$ cat src/rtl/core/cdf_pkg.sv
package cdf_pkg;

    localparam int TAP_IDX_W = 6;
    localparam int TAP_VAL_W = 16;
    localparam int SUM_W     = 38;
    localparam int OUT_IDX_W = 16;
    localparam int CNT_W     = 16;
    localparam int TAPCNT_W  = 7;
    localparam int OP_W      = 2;
    localparam int CFG_IDX_W = 2;
    localparam int CFG_W     = 16;
    localparam int OUT_TD_W  = ((2 * SUM_W + OUT_IDX_W + 7) / 8) * 8;

    localparam logic [OP_W-1:0] OP_LOAD_TAP = 2'd0;
    localparam logic [OP_W-1:0] OP_SAMPLE   = 2'd1;
    localparam logic [OP_W-1:0] OP_START    = 2'd2;

    localparam logic [CFG_IDX_W-1:0] CFG_TAP_COUNT    = 2'd0;
    localparam logic [CFG_IDX_W-1:0] CFG_DECIM        = 2'd1;
    localparam logic [CFG_IDX_W-1:0] CFG_OUTPUT_COUNT = 2'd2;

    typedef enum logic [2:0] {
        ST_IDLE,
        ST_RUN,
        ST_DRAIN_A,
        ST_DRAIN_B,
        ST_DONE
    } cdf_state_t;

    typedef struct packed {
        logic shift;
        logic rotate;
    } cdf_line_ctl_t;

    typedef struct packed {
        logic clear;
        logic take;
    } cdf_mac_ctl_t;

endpackage

$ cat src/rtl/core/cdf_cell.sv
module cdf_cell
    import cdf_pkg::*;
#(
    parameter int DATA_W = 16
)
(
    input  logic                     clk,
    input  logic                     rst_n,
    input  cdf_line_ctl_t            ctl,
    input  logic signed [DATA_W-1:0] shift_in_re,
    input  logic signed [DATA_W-1:0] shift_in_im,
    input  logic signed [DATA_W-1:0] rot_in_re,
    input  logic signed [DATA_W-1:0] rot_in_im,
    output logic signed [DATA_W-1:0] q_re,
    output logic signed [DATA_W-1:0] q_im
);

    logic signed [DATA_W-1:0] re_reg;
    logic signed [DATA_W-1:0] im_reg;
    logic signed [DATA_W-1:0] re_next;
    logic signed [DATA_W-1:0] im_next;

    always_comb
    begin
        re_next = re_reg;
        im_next = im_reg;
        if (ctl.shift)
        begin
            re_next = shift_in_re;
            im_next = shift_in_im;
        end
        else if (ctl.rotate)
        begin
            re_next = rot_in_re;
            im_next = rot_in_im;
        end
    end

    always_ff @(posedge clk or negedge rst_n)
    begin
        if (!rst_n)
        begin
            re_reg <= '0;
            im_reg <= '0;
        end
        else
        begin
            re_reg <= re_next;
            im_reg <= im_next;
        end
    end

    assign q_re = re_reg;
    assign q_im = im_reg;

endmodule

$ cat src/rtl/core/cdf_chain.sv
module cdf_chain
    import cdf_pkg::*;
#(
    parameter int MAX_TAPS    = 64,
    parameter int SAMPLE_BITS = 16
)
(
    input  logic                          clk,
    input  logic                          rst_n,
    input  cdf_line_ctl_t                 ctl,
    input  logic signed [SAMPLE_BITS-1:0] new_re,
    input  logic signed [SAMPLE_BITS-1:0] new_im,
    output logic signed [SAMPLE_BITS-1:0] head_re,
    output logic signed [SAMPLE_BITS-1:0] head_im
);

    logic signed [SAMPLE_BITS-1:0] q_re [MAX_TAPS];
    logic signed [SAMPLE_BITS-1:0] q_im [MAX_TAPS];

    // shift moves data toward the tail, rotate moves it toward the head
    for (genvar i = 0; i < MAX_TAPS; i++)
    begin : g_cell
        logic signed [SAMPLE_BITS-1:0] sh_re;
        logic signed [SAMPLE_BITS-1:0] sh_im;
        logic signed [SAMPLE_BITS-1:0] ro_re;
        logic signed [SAMPLE_BITS-1:0] ro_im;

        if (i == 0)
        begin : g_first
            assign sh_re = new_re;
            assign sh_im = new_im;
        end
        else
        begin : g_mid
            assign sh_re = q_re[i-1];
            assign sh_im = q_im[i-1];
        end

        if (i == MAX_TAPS - 1)
        begin : g_last
            assign ro_re = q_re[0];
            assign ro_im = q_im[0];
        end
        else
        begin : g_inner
            assign ro_re = q_re[i+1];
            assign ro_im = q_im[i+1];
        end

        cdf_cell #(
            .DATA_W (SAMPLE_BITS)
        ) u_cell (
            .clk         (clk),
            .rst_n       (rst_n),
            .ctl         (ctl),
            .shift_in_re (sh_re),
            .shift_in_im (sh_im),
            .rot_in_re   (ro_re),
            .rot_in_im   (ro_im),
            .q_re        (q_re[i]),
            .q_im        (q_im[i])
        );
    end

    assign head_re = q_re[0];
    assign head_im = q_im[0];

endmodule

$ cat config.mk
export PLATFORM = sky130hd
export DESIGN_NAME = cdf_chain
export DESIGN_NICKNAME = d
export VERILOG_FILES = /design/src/rtl/core/cdf_pkg.sv /design/src/rtl/core/cdf_cell.sv /design/src/rtl/core/cdf_chain.sv
export SDC_FILE = /design/constraint.sdc
export NUM_CORES = 2
export LEC_CHECK = 0
export BUFFER_PORTS_ARGS = -buffer_cell sky130_fd_sc_hd__buf_2
export CAP_MARGIN = 20
export CORE_MARGIN = 5
export CORE_UTILIZATION = 45
export DETAILED_ROUTE_END_ITERATION = 10
export GPL_ROUTABILITY_DRIVEN = 0
export HOLD_SLACK_MARGIN = 0.03
export PLACE_DENSITY_LB_ADDON = 0.25
export SETUP_SLACK_MARGIN = 0.2
export SYNTH_ARGS = -nofsm -noshare
export SYNTH_HDL_FRONTEND = slang
export SYNTH_HIERARCHICAL = 1
export SYNTH_SLANG_ARGS = --single-unit
$ cat constraint.sdc
create_clock -name clk -period 0.95 [get_ports clk]
set_input_delay 0.1425 -clock clk [delete_from_list [all_inputs] [get_ports clk]]
set_output_delay 0.1425 -clock clk [all_outputs]
set_load 0.01 [all_outputs]
* Word level (Yosys, flattened, before mapping)
Cells that the tools add are included.
** Storage, ports and cells
- Logic and storage cells :: 385
- Output and inout bits :: 32
- Register bits :: 2048
- Input bits :: 36
** Operators by class
- Reduce and logical (&&, ||, !) cells :: 1
- Muxes and demuxes :: 256
** Operators with widths (count)
- $mux 16 :: 256
- $reduce_bool 2->1 :: 1

* Depth between registers and ports, before layout
- Depth in word-level cells :: 2
- Depth in mapped cells :: 4
- Mapped depth without buffers :: 2

* Cells and area by module
The synthesis kept the hierarchy.
** By module, submodules not included
- cdf_cell :: cells an instance 139, instances 64, area an instance 1512.7 µm², sequential area each 800.8 µm²

* Worst setup path before layout
Ideal clock, no wire load.
- Path type :: input port to flip-flop
- Start :: input port ctl[0] in the netlist's numbering
- End :: register g_cell[0].u_cell.re_reg[14]
- Buffers on the path :: 2
- Cell stages on the path :: 4
- Arrival :: 655 ps
- Path slack :: 174 ps
- Setup time :: 120 ps
- Required time :: 830 ps
- Path through :: buf_6 > buf_12 > mux2i_1 > o21ai_2
** On the way
- Word-level cells in the longest chain between the ends :: 1
** RTL lines
- start, declared :: RTL line cdf_chain.sv:10 : input cdf_line_ctl_t ctl,
- $reduce_bool 2->1 (no line)
- end signal, assigned :: RTL line cdf_cell.sv:48 : re_reg <= re_next;
- end, declared :: RTL line cdf_cell.sv:18 : logic signed [DATA_W-1:0] re_reg;
Every way passes these cells.
A chain may end at the register's enable or synchronous reset.

* Worst setup path in the final report
- Start :: register g_cell[0].u_cell.re_reg[1]
- End :: output port head_re[1]
** RTL lines
- end, declared :: RTL line cdf_chain.sv:13 : output logic signed [SAMPLE_BITS-1:0] head_re,
No word-level cell between the ends.

==> metrics <==
status=finished, violations left; failing checks=hold timing, setup timing; critical path's slowest cell=dfrtp_1; Tmin final=between 1500 and 2000 ps; H-tree depth=4; startpoint types=flop; 1st-iter DRT viols=between 3000 and 4000; # DRC=0; clock-pin slew on the worst setup and hold paths=roughly 60 ps; main flop type after synthesis=dfrtp_1; WP data arrival=~1400 ps; Post-Synth Adder-Cell Area=0%; Non-Filler Instances=12210; Hold Path Class=in2reg; root buf cell=clkbuf_16; Post-Synth XOR/XNOR Area=0%; Worst Path Buf+Inv=1; P_leak=about 52 nW; CP Capture Type=output pin; Hold Path Depth=3; peak supply drop=between 1.5 and 2 mV; hold slack=-240 ps; post-synthesis compound-gate area fraction=10.8%; Final ANT Viol Nets=0; synthesized area=96800 sq um; PortBufs=67; vias in the first global route=between 60000 and 70000; Slew Limit Fails=0; Yosys cell types=11; Final Worst Setup Slack=-606 ps; worst reg2reg endpoint=g_cell[0].u_cell/q_re[7]; Die H=about 470 um; IO Count=just under 70; simple-gate share of the synthesized area=slightly below 8%; Async S/R FF share, synth=100%; critical setup path kind=reg2out; fin nets=between 9000 and 10000; top post-synthesis cells by count=dfrtp_1, mux2i_1, nand2_1, o21ai_1, buf_2; Avg Inst Size Synth=approximately 11 sq um; Pre-antenna DRT Iters=7; post-synthesis register bit count=a little over 2000; Post-synth EDFFs=0; worst slew pin tran=between 700 and 800 ps; Final Hold Fails=34; vias=approximately 64000; Total Routing Usage GR=16.4%; top post-synthesis cells by area=dfrtp_1, mux2i_1, o21ai_1; post-route cell area=110000 sq um; first-pass GRT wire length=between 300 and 400 mm; R2R cell count=4; setup TNS=-98510 ps; Initial Util=45.2%; CTS buffer count=about 210; worst hold path endpoint=g_cell[32].u_cell/q_im[8]; die area=between 200000 and 250000 sq um; Site Rows=170; Setup violations, final=355; Synth Net Count=~8900; cell taking the most area after synthesis=dfrtp_1; Final period util=164%; wire length per cell=15.1 um; sequential area share after synthesis=52.9%; Routed WL=184 mm; power density over the cells=1840 nW/um^2; top cell type's share of synthesized area=between 50% and 60%; reg2reg setup slack=-170 ps; maximum clock rate=643 MHz; initial antenna violation count=2; hpwl dp=about 120 mm; multiplexer share of the synthesized area=21.2%; layout cells sized above 1=roughly an eighth; synth warn=6; Syn Inst Count=slightly below 9000; CP max FO=2; later-pin clock latency in the skew report=~830 ps; RSZ-0062 raised after global routing=yes; dpl cell area=approximately 100000 sq um; Slew headroom=about 50%; Core Region=approximately 210000 sq um; Final Power=roughly 200 mW; CTS tree=yes; cell family with most CP delay=flip-flops; max cap viols=0; largest net degree at the start of global routing=78; filler cell count=approximately 19000; CP required=about 810 ps; clock sinks=between 2000 and 2500; dpl cells=approximately 12000; Die Wd=474 um; slowest stage delay, CP=~430 ps; hold_sp=ctl[0]; Via density=5.22; area added between synthesis and finish=13.4%; CTS Buffer Depth=3; Critical Path, Cell by Cell=buf_2; setup clock skew after layout=between 20 and 30 ps; Worst R2R Start=g_cell[0].u_cell/q_re[7]; GRT overflow=0; largest family of logic cells by synthesized area=multiplexers
cell type report:
cell class,instances,area [sq um],share of cell area [%]
clock inverters,47,478,0.436
multi-input cells,6144,38900,35.4
clock buffers,339,6530,5.95
repair buffers,791,9020,8.22
flip-flops and latches,2048,51300,46.7
well taps,2838,3550,3.24
diodes,3,7.51,0.00684
how the worst max path moves through the flow:
stage / cells after the start / slack, ps / from / endpoint
6_report: 1 / -610 / g_cell[0].u_cell/q_re[1] / head_re[1]
5_1_grt: 1 / -670 / g_cell[0].u_cell/q_re[1] / head_re[1]
4_1_cts: 1 / -660 / g_cell[0].u_cell/q_im[2] / head_im[2]
3_3_place_gp: 5 / -430 / ctl[0] / g_cell[61].u_cell/q_im[5]
2_1_floorplan: 4 / 190 / ctl[0] / g_cell[0].u_cell/q_re[14]
3_5_place_dp: 5 / -450 / ctl[0] / g_cell[61].u_cell/q_im[5]
where the power goes:
group	leakage, nW	switching (mW)	internal [mW]	total, mW
combinational	19.8	11.3	9.82	21.1
sequential	28.2	5.06	93.0	98.1
clock	3.46	33.8	48.4	82.3
total	51.5	50.2	151	201
kinds of logic (layout without fill, tap and decap cells):
family / Yosys count / after routing
DFF: 2048 / 2048
buffers and inverters: 704 / 1177
and+or+nand+nor: 2048 / 2048
other: 0 / 3
AOI/OAI and AO/OA: 2048 / 2048
muxes: 2048 / 2048
worst min-delay path: cells and delay by family:
family	cells	cell delay, ps
buf+inv	1	170
compound gates	1	110
mux	1	100
state kept, by name, summed over array words and instances (netlist names):
name	count
g_cell.u_cell/q_im	1024
g_cell.u_cell/q_re	1024
metal layers:
layer	vias to the layer above	track usage [%]	routed length, um
li1	31332	-	-
met3	260	2.42	4490
met1	31676	20.9	81100
met2	520	29.4	94800
met4	0	3.89	3380
met5	-	0	0
layout by cell type, fill, tap and decap left out, drive strengths merged:
master	netlist	layout
nand2	2048	2048
mux2i	2048	2048
dfrtp	2048	2048
o21ai	2048	2048
buf	640	735
clkbuf	64	339
dlygate4sd3	0	56
clkinv	0	34
bufinv	0	6
inv	0	4
diode	0	3
clkinvlp	0	3
stage by stage:
stage	hold WS [ps]	setup WS [ps]	utilization [%]
floorplan	-153	188	-
global placement	307	-433	47.1
detailed placement	311	-451	47.1
CTS	-322	-656	50.9
global route	-291	-669	51.2
finish	-240	-606	51.2
repair_timing:
action | in CTS | in global routing
hold buffers | 57 | 1
cloned | 0 | 0
pin swaps | 5 | 52
endpoints found under the setup margin | 578 | 1938
resized for setup | 121 | 75
setup buffers | 44 | 41
endpoints found under the hold margin | 2768 | 179
No activity file was read; power rests on OpenSTA's default activity.
