[config.mk]
export PLATFORM = sky130hd
export DESIGN_NAME = cdf_mac
export DESIGN_NICKNAME = d
export VERILOG_FILES = /design/src/rtl/core/cdf_pkg.sv /design/src/rtl/core/cdf_mac.sv
export SDC_FILE = /design/constraint.sdc
export NUM_CORES = 2
export LEC_CHECK = 0
export BUFFER_PORTS_ARGS = -buffer_cell sky130_fd_sc_hd__buf_2
export CORE_MARGIN = 1
export CORE_UTILIZATION = 35
export CTS_CLUSTER_DIAMETER = 30
export DETAILED_ROUTE_END_ITERATION = 12
export GPL_TIMING_DRIVEN = 0
export HOLD_SLACK_MARGIN = 0.15
export REMOVE_ABC_BUFFERS = 1
export SKIP_CTS_REPAIR_TIMING = 1
export SYNTH_ARGS = -nofsm -noshare
export SYNTH_HDL_FRONTEND = slang
export SYNTH_SLANG_ARGS = --single-unit
export TNS_END_PERCENT = 10
[constraint.sdc]
create_clock -name clk -period 14.65 [get_ports clk]
set_clock_uncertainty 0.2 [all_clocks]
set_input_delay 0.7325 -clock clk [delete_from_list [all_inputs] [get_ports clk]]
set_output_delay 0.7325 -clock clk [all_outputs]
set_load 0.005 [all_outputs]
[src/rtl/core/cdf_pkg.sv]
package cdf_pkg;

    localparam int TAP_IDX_W = 6;
    localparam int TAP_VAL_W = 16;
    localparam int SUM_W     = 38;
    localparam int OUT_IDX_W = 16;
    localparam int CNT_W     = 16;
    localparam int TAPCNT_W  = 7;
    localparam int OP_W      = 2;
    localparam int CFG_IDX_W = 2;
    localparam int CFG_W     = 16;
    localparam int OUT_TD_W  = ((2 * SUM_W + OUT_IDX_W + 7) / 8) * 8;

    localparam logic [OP_W-1:0] OP_LOAD_TAP = 2'd0;
    localparam logic [OP_W-1:0] OP_SAMPLE   = 2'd1;
    localparam logic [OP_W-1:0] OP_START    = 2'd2;

    localparam logic [CFG_IDX_W-1:0] CFG_TAP_COUNT    = 2'd0;
    localparam logic [CFG_IDX_W-1:0] CFG_DECIM        = 2'd1;
    localparam logic [CFG_IDX_W-1:0] CFG_OUTPUT_COUNT = 2'd2;

    typedef enum logic [2:0] {
        ST_IDLE,
        ST_RUN,
        ST_DRAIN_A,
        ST_DRAIN_B,
        ST_DONE
    } cdf_state_t;

    typedef struct packed {
        logic shift;
        logic rotate;
    } cdf_line_ctl_t;

    typedef struct packed {
        logic clear;
        logic take;
    } cdf_mac_ctl_t;

endpackage

[src/rtl/core/cdf_mac.sv]
module cdf_mac
    import cdf_pkg::*;
#(
    parameter int MAX_TAPS    = 64,
    parameter int SAMPLE_BITS = 16
)
(
    input  logic                          clk,
    input  logic                          rst_n,
    input  logic                          tap_we,
    input  logic [((MAX_TAPS > 1) ? $clog2(MAX_TAPS) : 1)-1:0] tap_wr_addr,
    input  logic signed [TAP_VAL_W-1:0]   tap_wr_value,
    input  logic [((MAX_TAPS > 1) ? $clog2(MAX_TAPS) : 1)-1:0] tap_rd_addr,
    input  cdf_mac_ctl_t                  ctl,
    input  logic signed [SAMPLE_BITS-1:0] head_re,
    input  logic signed [SAMPLE_BITS-1:0] head_im,
    output logic signed [SUM_W-1:0]       sum_re,
    output logic signed [SUM_W-1:0]       sum_im
);

    localparam int PROD_W = SAMPLE_BITS + TAP_VAL_W;
    localparam int GROW_W = PROD_W + $clog2(MAX_TAPS) + 1;
    localparam int ACC_W  = (GROW_W > SUM_W + 1) ? GROW_W : SUM_W + 1;

    logic signed [TAP_VAL_W-1:0]   tap_mem [MAX_TAPS];
    logic signed [TAP_VAL_W-1:0]   tap_q_reg;
    logic signed [SAMPLE_BITS-1:0] d_re_reg;
    logic signed [SAMPLE_BITS-1:0] d_im_reg;
    logic                          v1_reg;
    logic signed [PROD_W-1:0]      p_re_reg;
    logic signed [PROD_W-1:0]      p_im_reg;
    logic                          v2_reg;
    logic signed [ACC_W-1:0]       acc_re_reg;
    logic signed [ACC_W-1:0]       acc_im_reg;
    logic signed [ACC_W-1:0]       acc_re_next;
    logic signed [ACC_W-1:0]       acc_im_next;

    always_ff @(posedge clk)
    begin
        if (tap_we)
        begin
            tap_mem[tap_wr_addr] <= tap_wr_value;
        end
        tap_q_reg <= tap_mem[tap_rd_addr];
        d_re_reg  <= head_re;
        d_im_reg  <= head_im;
        p_re_reg  <= d_re_reg * tap_q_reg;
        p_im_reg  <= d_im_reg * tap_q_reg;
    end

    always_comb
    begin
        acc_re_next = acc_re_reg;
        acc_im_next = acc_im_reg;
        if (ctl.clear)
        begin
            acc_re_next = '0;
            acc_im_next = '0;
        end
        else if (v2_reg)
        begin
            acc_re_next = acc_re_reg + ACC_W'(p_re_reg);
            acc_im_next = acc_im_reg + ACC_W'(p_im_reg);
        end
    end

    always_ff @(posedge clk or negedge rst_n)
    begin
        if (!rst_n)
        begin
            v1_reg     <= 1'b0;
            v2_reg     <= 1'b0;
            acc_re_reg <= '0;
            acc_im_reg <= '0;
        end
        else
        begin
            v1_reg     <= ctl.take;
            v2_reg     <= v1_reg;
            acc_re_reg <= acc_re_next;
            acc_im_reg <= acc_im_next;
        end
    end

    // saturate to the output range
    always_comb
    begin
        if ((&acc_re_reg[ACC_W-1:SUM_W-1]) || !(|acc_re_reg[ACC_W-1:SUM_W-1]))
        begin
            sum_re = acc_re_reg[SUM_W-1:0];
        end
        else
        begin
            sum_re = acc_re_reg[ACC_W-1] ? {1'b1, {(SUM_W-1){1'b0}}}
                                         : {1'b0, {(SUM_W-1){1'b1}}};
        end
        if ((&acc_im_reg[ACC_W-1:SUM_W-1]) || !(|acc_im_reg[ACC_W-1:SUM_W-1]))
        begin
            sum_im = acc_im_reg[SUM_W-1:0];
        end
        else
        begin
            sum_im = acc_im_reg[ACC_W-1] ? {1'b1, {(SUM_W-1){1'b0}}}
                                         : {1'b0, {(SUM_W-1){1'b1}}};
        end
    end

endmodule

# After elaboration in Yosys (flattened, before gate mapping)
# Memories as Yosys holds them, arrays and structs flattened. A register that Yosys moved wholly into a read port is not among the register bits.
# Cells that the tools add are included.
# word_totals
ram_bits	1024
n_memories	1
out_inout_bits	76
reg_bits	176
in_bits	65
# op_classes
mul	2
add_sub_neg	2
n_reduce_logical	9
mux	10
# mem_list
memory	words	width	read_ports	rd_ports_with_merged_regs	wr	line	rtl
tap_mem	64	16	1	1	1	cdf_mac.sv:25	logic signed [TAP_VAL_W-1:0] tap_mem [MAX_TAPS];
# op_table
operator	count
39-bit two-way mux	4
38-bit two-way mux	4
39-bit by 32-bit adder with 39-bit output	2
16-bit by 16-bit multiplier with 32-bit output	2
2-bit AND reduction	2
2-bit OR reduction	2
1-bit logical NOT	2
1-bit logical OR	2
1-bit two-way mux	2
2-bit nonzero test	1

# Depth between registers and ports, before layout
# logic_depth
word_depth	4
depth_mapped	24

# Worst setup path before layout
# OpenSTA, ideal clock, no wires.
# synth_timing
kind	reg-to-reg
start	register d_im_reg[10]
end	register p_im_reg[25]
stages_incl_launch_ff	21
path_slack_ns	8.388
path_buffers	1
arrival_ns	5.990
required_ns	14.378
path_cell_list	dfxtp_1 -> clkbuf_1 -> nand2_1 -> fa_1 -> fa_1 -> fa_1 -> fa_1 -> inv_1 -> fa_1 -> fa_1 -> ha_1 -> a21o_1 -> a21o_1 -> a21oi_1 -> o2111a_1 -> o31ai_1 -> a221o_1 -> a221o_1 -> a21o_1 -> a21oi_1 -> xnor2_1
# synth_between
elab_chain_cells	1
# synth_rtl
item	line	rtl
start: declaration	cdf_mac.sv:28	logic signed [SAMPLE_BITS-1:0] d_im_reg;
start signal: assignment	cdf_mac.sv:46	d_im_reg <= head_im;
16-bit by 16-bit multiplier with 32-bit output	cdf_mac.sv:48	p_im_reg <= d_im_reg * tap_q_reg;
end signal: assignment	cdf_mac.sv:48	
end: declaration	cdf_mac.sv:31	logic signed [PROD_W-1:0] p_im_reg;
# Every way passes these cells.
# A chain may end at the register's enable or synchronous reset.

# Final worst setup path
# layout_timing
start	register tap_q_reg[5], read port of tap_mem
end	register p_im_reg[30]
# layout_between
elab_chain_cells	1
# layout_rtl
item	line	rtl
start: declaration	cdf_mac.sv:26	logic signed [TAP_VAL_W-1:0] tap_q_reg;
16-bit by 16-bit multiplier with 32-bit output	cdf_mac.sv:48	
# Every way passes these cells.

==> results.tsv <==
stage	metric	value	unit
critical_path	CP Max Fanout	32	
worst_hold_path	hold crit path type	reg2reg	
cells_and_area	FF/Latch Area	35000	µm²
floorplanning	die span in y	443	µm
timing	final setup vio count	0	
critical_path	Worst Setup Path Type	reg2reg	
critical_path	R2R Path Start	tap_q_reg[5]	
timing	final hold violation count	0	
clocking	CTS Buffer Depth	3	
placement	routability cong.	0.817	
critical_path	worst path required time	15.10	ns
placement	Final HPWL DP	108000	µm
route	First-pass DRT Iterations	5	
floorplanning	Die W	443	µm
timing	Fin Setup TNS	0	ns
clocking	Reg clk slew, reported paths	0.05	ns
timing	min cycle time layout	8.09	ns
global_routing	global route total overflow	0	
timing	max-slew violation count	0	
yosys	Avg Cell Area, Syn	14.7	µm²
yosys	Post-synth EDFFs	1024	
route	Routed Antenna Nets	0	
yosys	Post-Synthesis Cells	4612	
global_routing	pin count of the biggest net entering global routing	97	
cells_and_area	commonest non-fill, non-tap cell in the layout	edfxtp_1	
cells_and_area	final cell count without fillers	7600	
floorplanning	Ports	141	
cells_and_area	share of post-route cells with drive strength above 1	0.200	
timing	max-slew headroom at the worst pin	0.00694	
worst_hold_path	hold_sp	v1_reg	
critical_path	CP startpoint	tap_q_reg[5]	
timing	RSZ-0062 raised after global routing	false	
placement	Port Buf Inserts	140	
critical_path	CP arrival	8.54	ns
yosys	Synth area leaders	edfxtp_1 (45%), fa_1 (15%), mux4_2 (11%), ha_1 (4.5%), dfxtp_1 (3.3%)	
cells_and_area	Fillers	17200	
floorplanning	core area	193000	µm²
clocking	CTS tree	yes	
timing	setup ws final	6.56	ns
yosys	register area share after synthesis	0.515	
route	vias post-DR	38500	
clocking	CTS Sinks	1216	
clocking	clk_lat worst skew	0.84	ns
yosys	share of flip-flops with an asynchronous set or reset	0.0658	
clocking	H-tree Lvls	4	
floorplanning	initial core utilization	0.353	
timing	measured slew at the worst slew-check pin	1.49	ns
critical_path	Critical Path End Type	flip-flop	
timing	Fmax	0.124	GHz
floorplanning	Die Area	196000	µm²
yosys	main flop type after synthesis	edfxtp_1	
timing	Fin Hold WS	0.165	ns
floorplanning	row count	161	
run	Max Cap Violations	0	
global_routing	vias in the first global route	40800	
placement	placed cell count	7156	
route	wire per inst	21.2	µm
route	DRC Markers	0	
placement	Place WS	6.53	ns
run_status	status	completed	
yosys	share of Yosys cell area claimed by the top area cell type	0.452	
yosys	cell accounting for the most synthesized area	edfxtp_1	
yosys	number of distinct library cells after synthesis	83	
timing	post-route clock period utilization	0.552	
critical_path	FF-to-FF path depth	20	
worst_hold_path	Hold Path Stages	0	
cells_and_area	Final nets	5717	
route	drt total wl	161000	µm
critical_path	CP startpoint kind	flip-flop	
yosys	total of warnings raised by yosys	0	
yosys	Post-Syn Area	68000	µm²
clocking	clock root cell	clkbuf_16	
global_routing	GR Util All Layers	0.166	
cells_and_area	area occupied by multi-input gates	30200	µm²
cells_and_area	max reg flops	1024	
critical_path	Worst R2R End	p_im_reg[30]	
yosys	Synth Register Bits	1216	
global_routing	first-pass GRT wire length	248000	µm
worst_hold_path	WHS Endpoint	v2_reg	
route	drt initial violations	3223	
global_routing	initial antenna violation count	8	
critical_path	r2r setup slk	6.56	ns
cells_and_area	most frequent cells in the layout	edfxtp_1 (1024), inv_1 (594), fa_1 (526), mux4_2 (336), nand2_1 (298)	
cells_and_area	Area growth syn-to-layout	18.8	%
clocking	total CTS buffers	215	
route	vias per cell	5.07	
[area by class of cell]
type | count | share of cell area
clock inverter | 163 | 0.0263
timing repair buffer | 253 | 0.0312
multi-input combinational | 2601 | 0.374
tap | 2526 | 0.0391
sequential | 1216 | 0.433
inverter | 595 | 0.0277
clock buffer | 239 | 0.0685
antenna | 7 | 0.000217
[Yosys cell counts, types with 8 or more instances]
cell and instances:
edfxtp_1 1024, inv_1 594, fa_1 526, mux4_2 336
nand2_1 298, and2_1 253, ha_1 244, nor2_1 193
clkbuf_1 163, a21o_1 133, dfxtp_1 112, a21oi_1 108
xnor2_1 100, dfrtp_1 80, o21ai_0 59, mux2i_1 39
xor2_1 39, buf_1 24, nand3_1 21, o21bai_1 20
a31oi_1 19, nand2b_1 19, o21a_1 18, nor2b_1 17
nor3_1 17, nand4_1 13, a211oi_1 12, buf_2 11
and3_1 8
[worst max path at each step]
| stage | slack, ns | endpoint |
|---|---|---|
| after floorplan | 8.28 | p_im_reg[25] |
| after global placement | 3.92 | tap_q_reg[3] |
| after detailed placement | 6.53 | p_im_reg[30] |
| after CTS | 6.46 | p_im_reg[30] |
| after global routing | 6.30 | p_im_reg[30] |
| final | 6.56 | p_im_reg[30] |
[stage by stage]
stage                      util  instance area [µm²]
after floorplan               -                67200
after global placement    0.369                71100
after detailed placement  0.377                72700
after CTS                 0.417                80400
after global routing      0.419                80800
final                     0.419                80800
[worst max-delay path, stage by stage (launching register included)]
cell	delay (ns)
dfxtp_1	1.24
and2_1	0.28
fa_1	0.43
inv_1	0.08
fa_1	0.45
fa_1	0.51
fa_1	0.55
inv_1	0.06
fa_1	0.52
fa_1	0.45
ha_1	0.37
a21o_1	0.21
a21o_1	0.18
a21oi_1	0.35
o31a_1	0.39
o32ai_1	0.20
o41ai_1	0.53
o31ai_1	0.18
o21ai_0	0.19
a21oi_1	0.10
xor2_1	0.39
[routing by layer]
| layer | global-route usage | wire length (µm) | part of all wire |
|---|---|---|---|
| met4 | 0.0505 | 3680 | 0.023 |
| met5 | 0 | 13 | 0.000081 |
| met2 | 0.267 | 76800 | 0.48 |
| met1 | 0.228 | 70800 | 0.44 |
| met3 | 0.0311 | 10100 | 0.063 |
[logic make-up after synthesis]
kind of cell             count (synthesis)  share of synthesized area
AO/OA/AOI/OAI                          445                     0.0445
XOR/XNOR                               139                     0.0179
adder cells (fa/ha/maj)                770                      0.200
buffers and inverters                  795                     0.0443
flip-flops                            1216                      0.515
multiplexers                           375                      0.117
AND/OR/NAND/NOR                        872                     0.0620
Power is left out: the tool's default activity adds up to more than one toggle a clock period on the data nets, which glitch-free logic cannot reach.
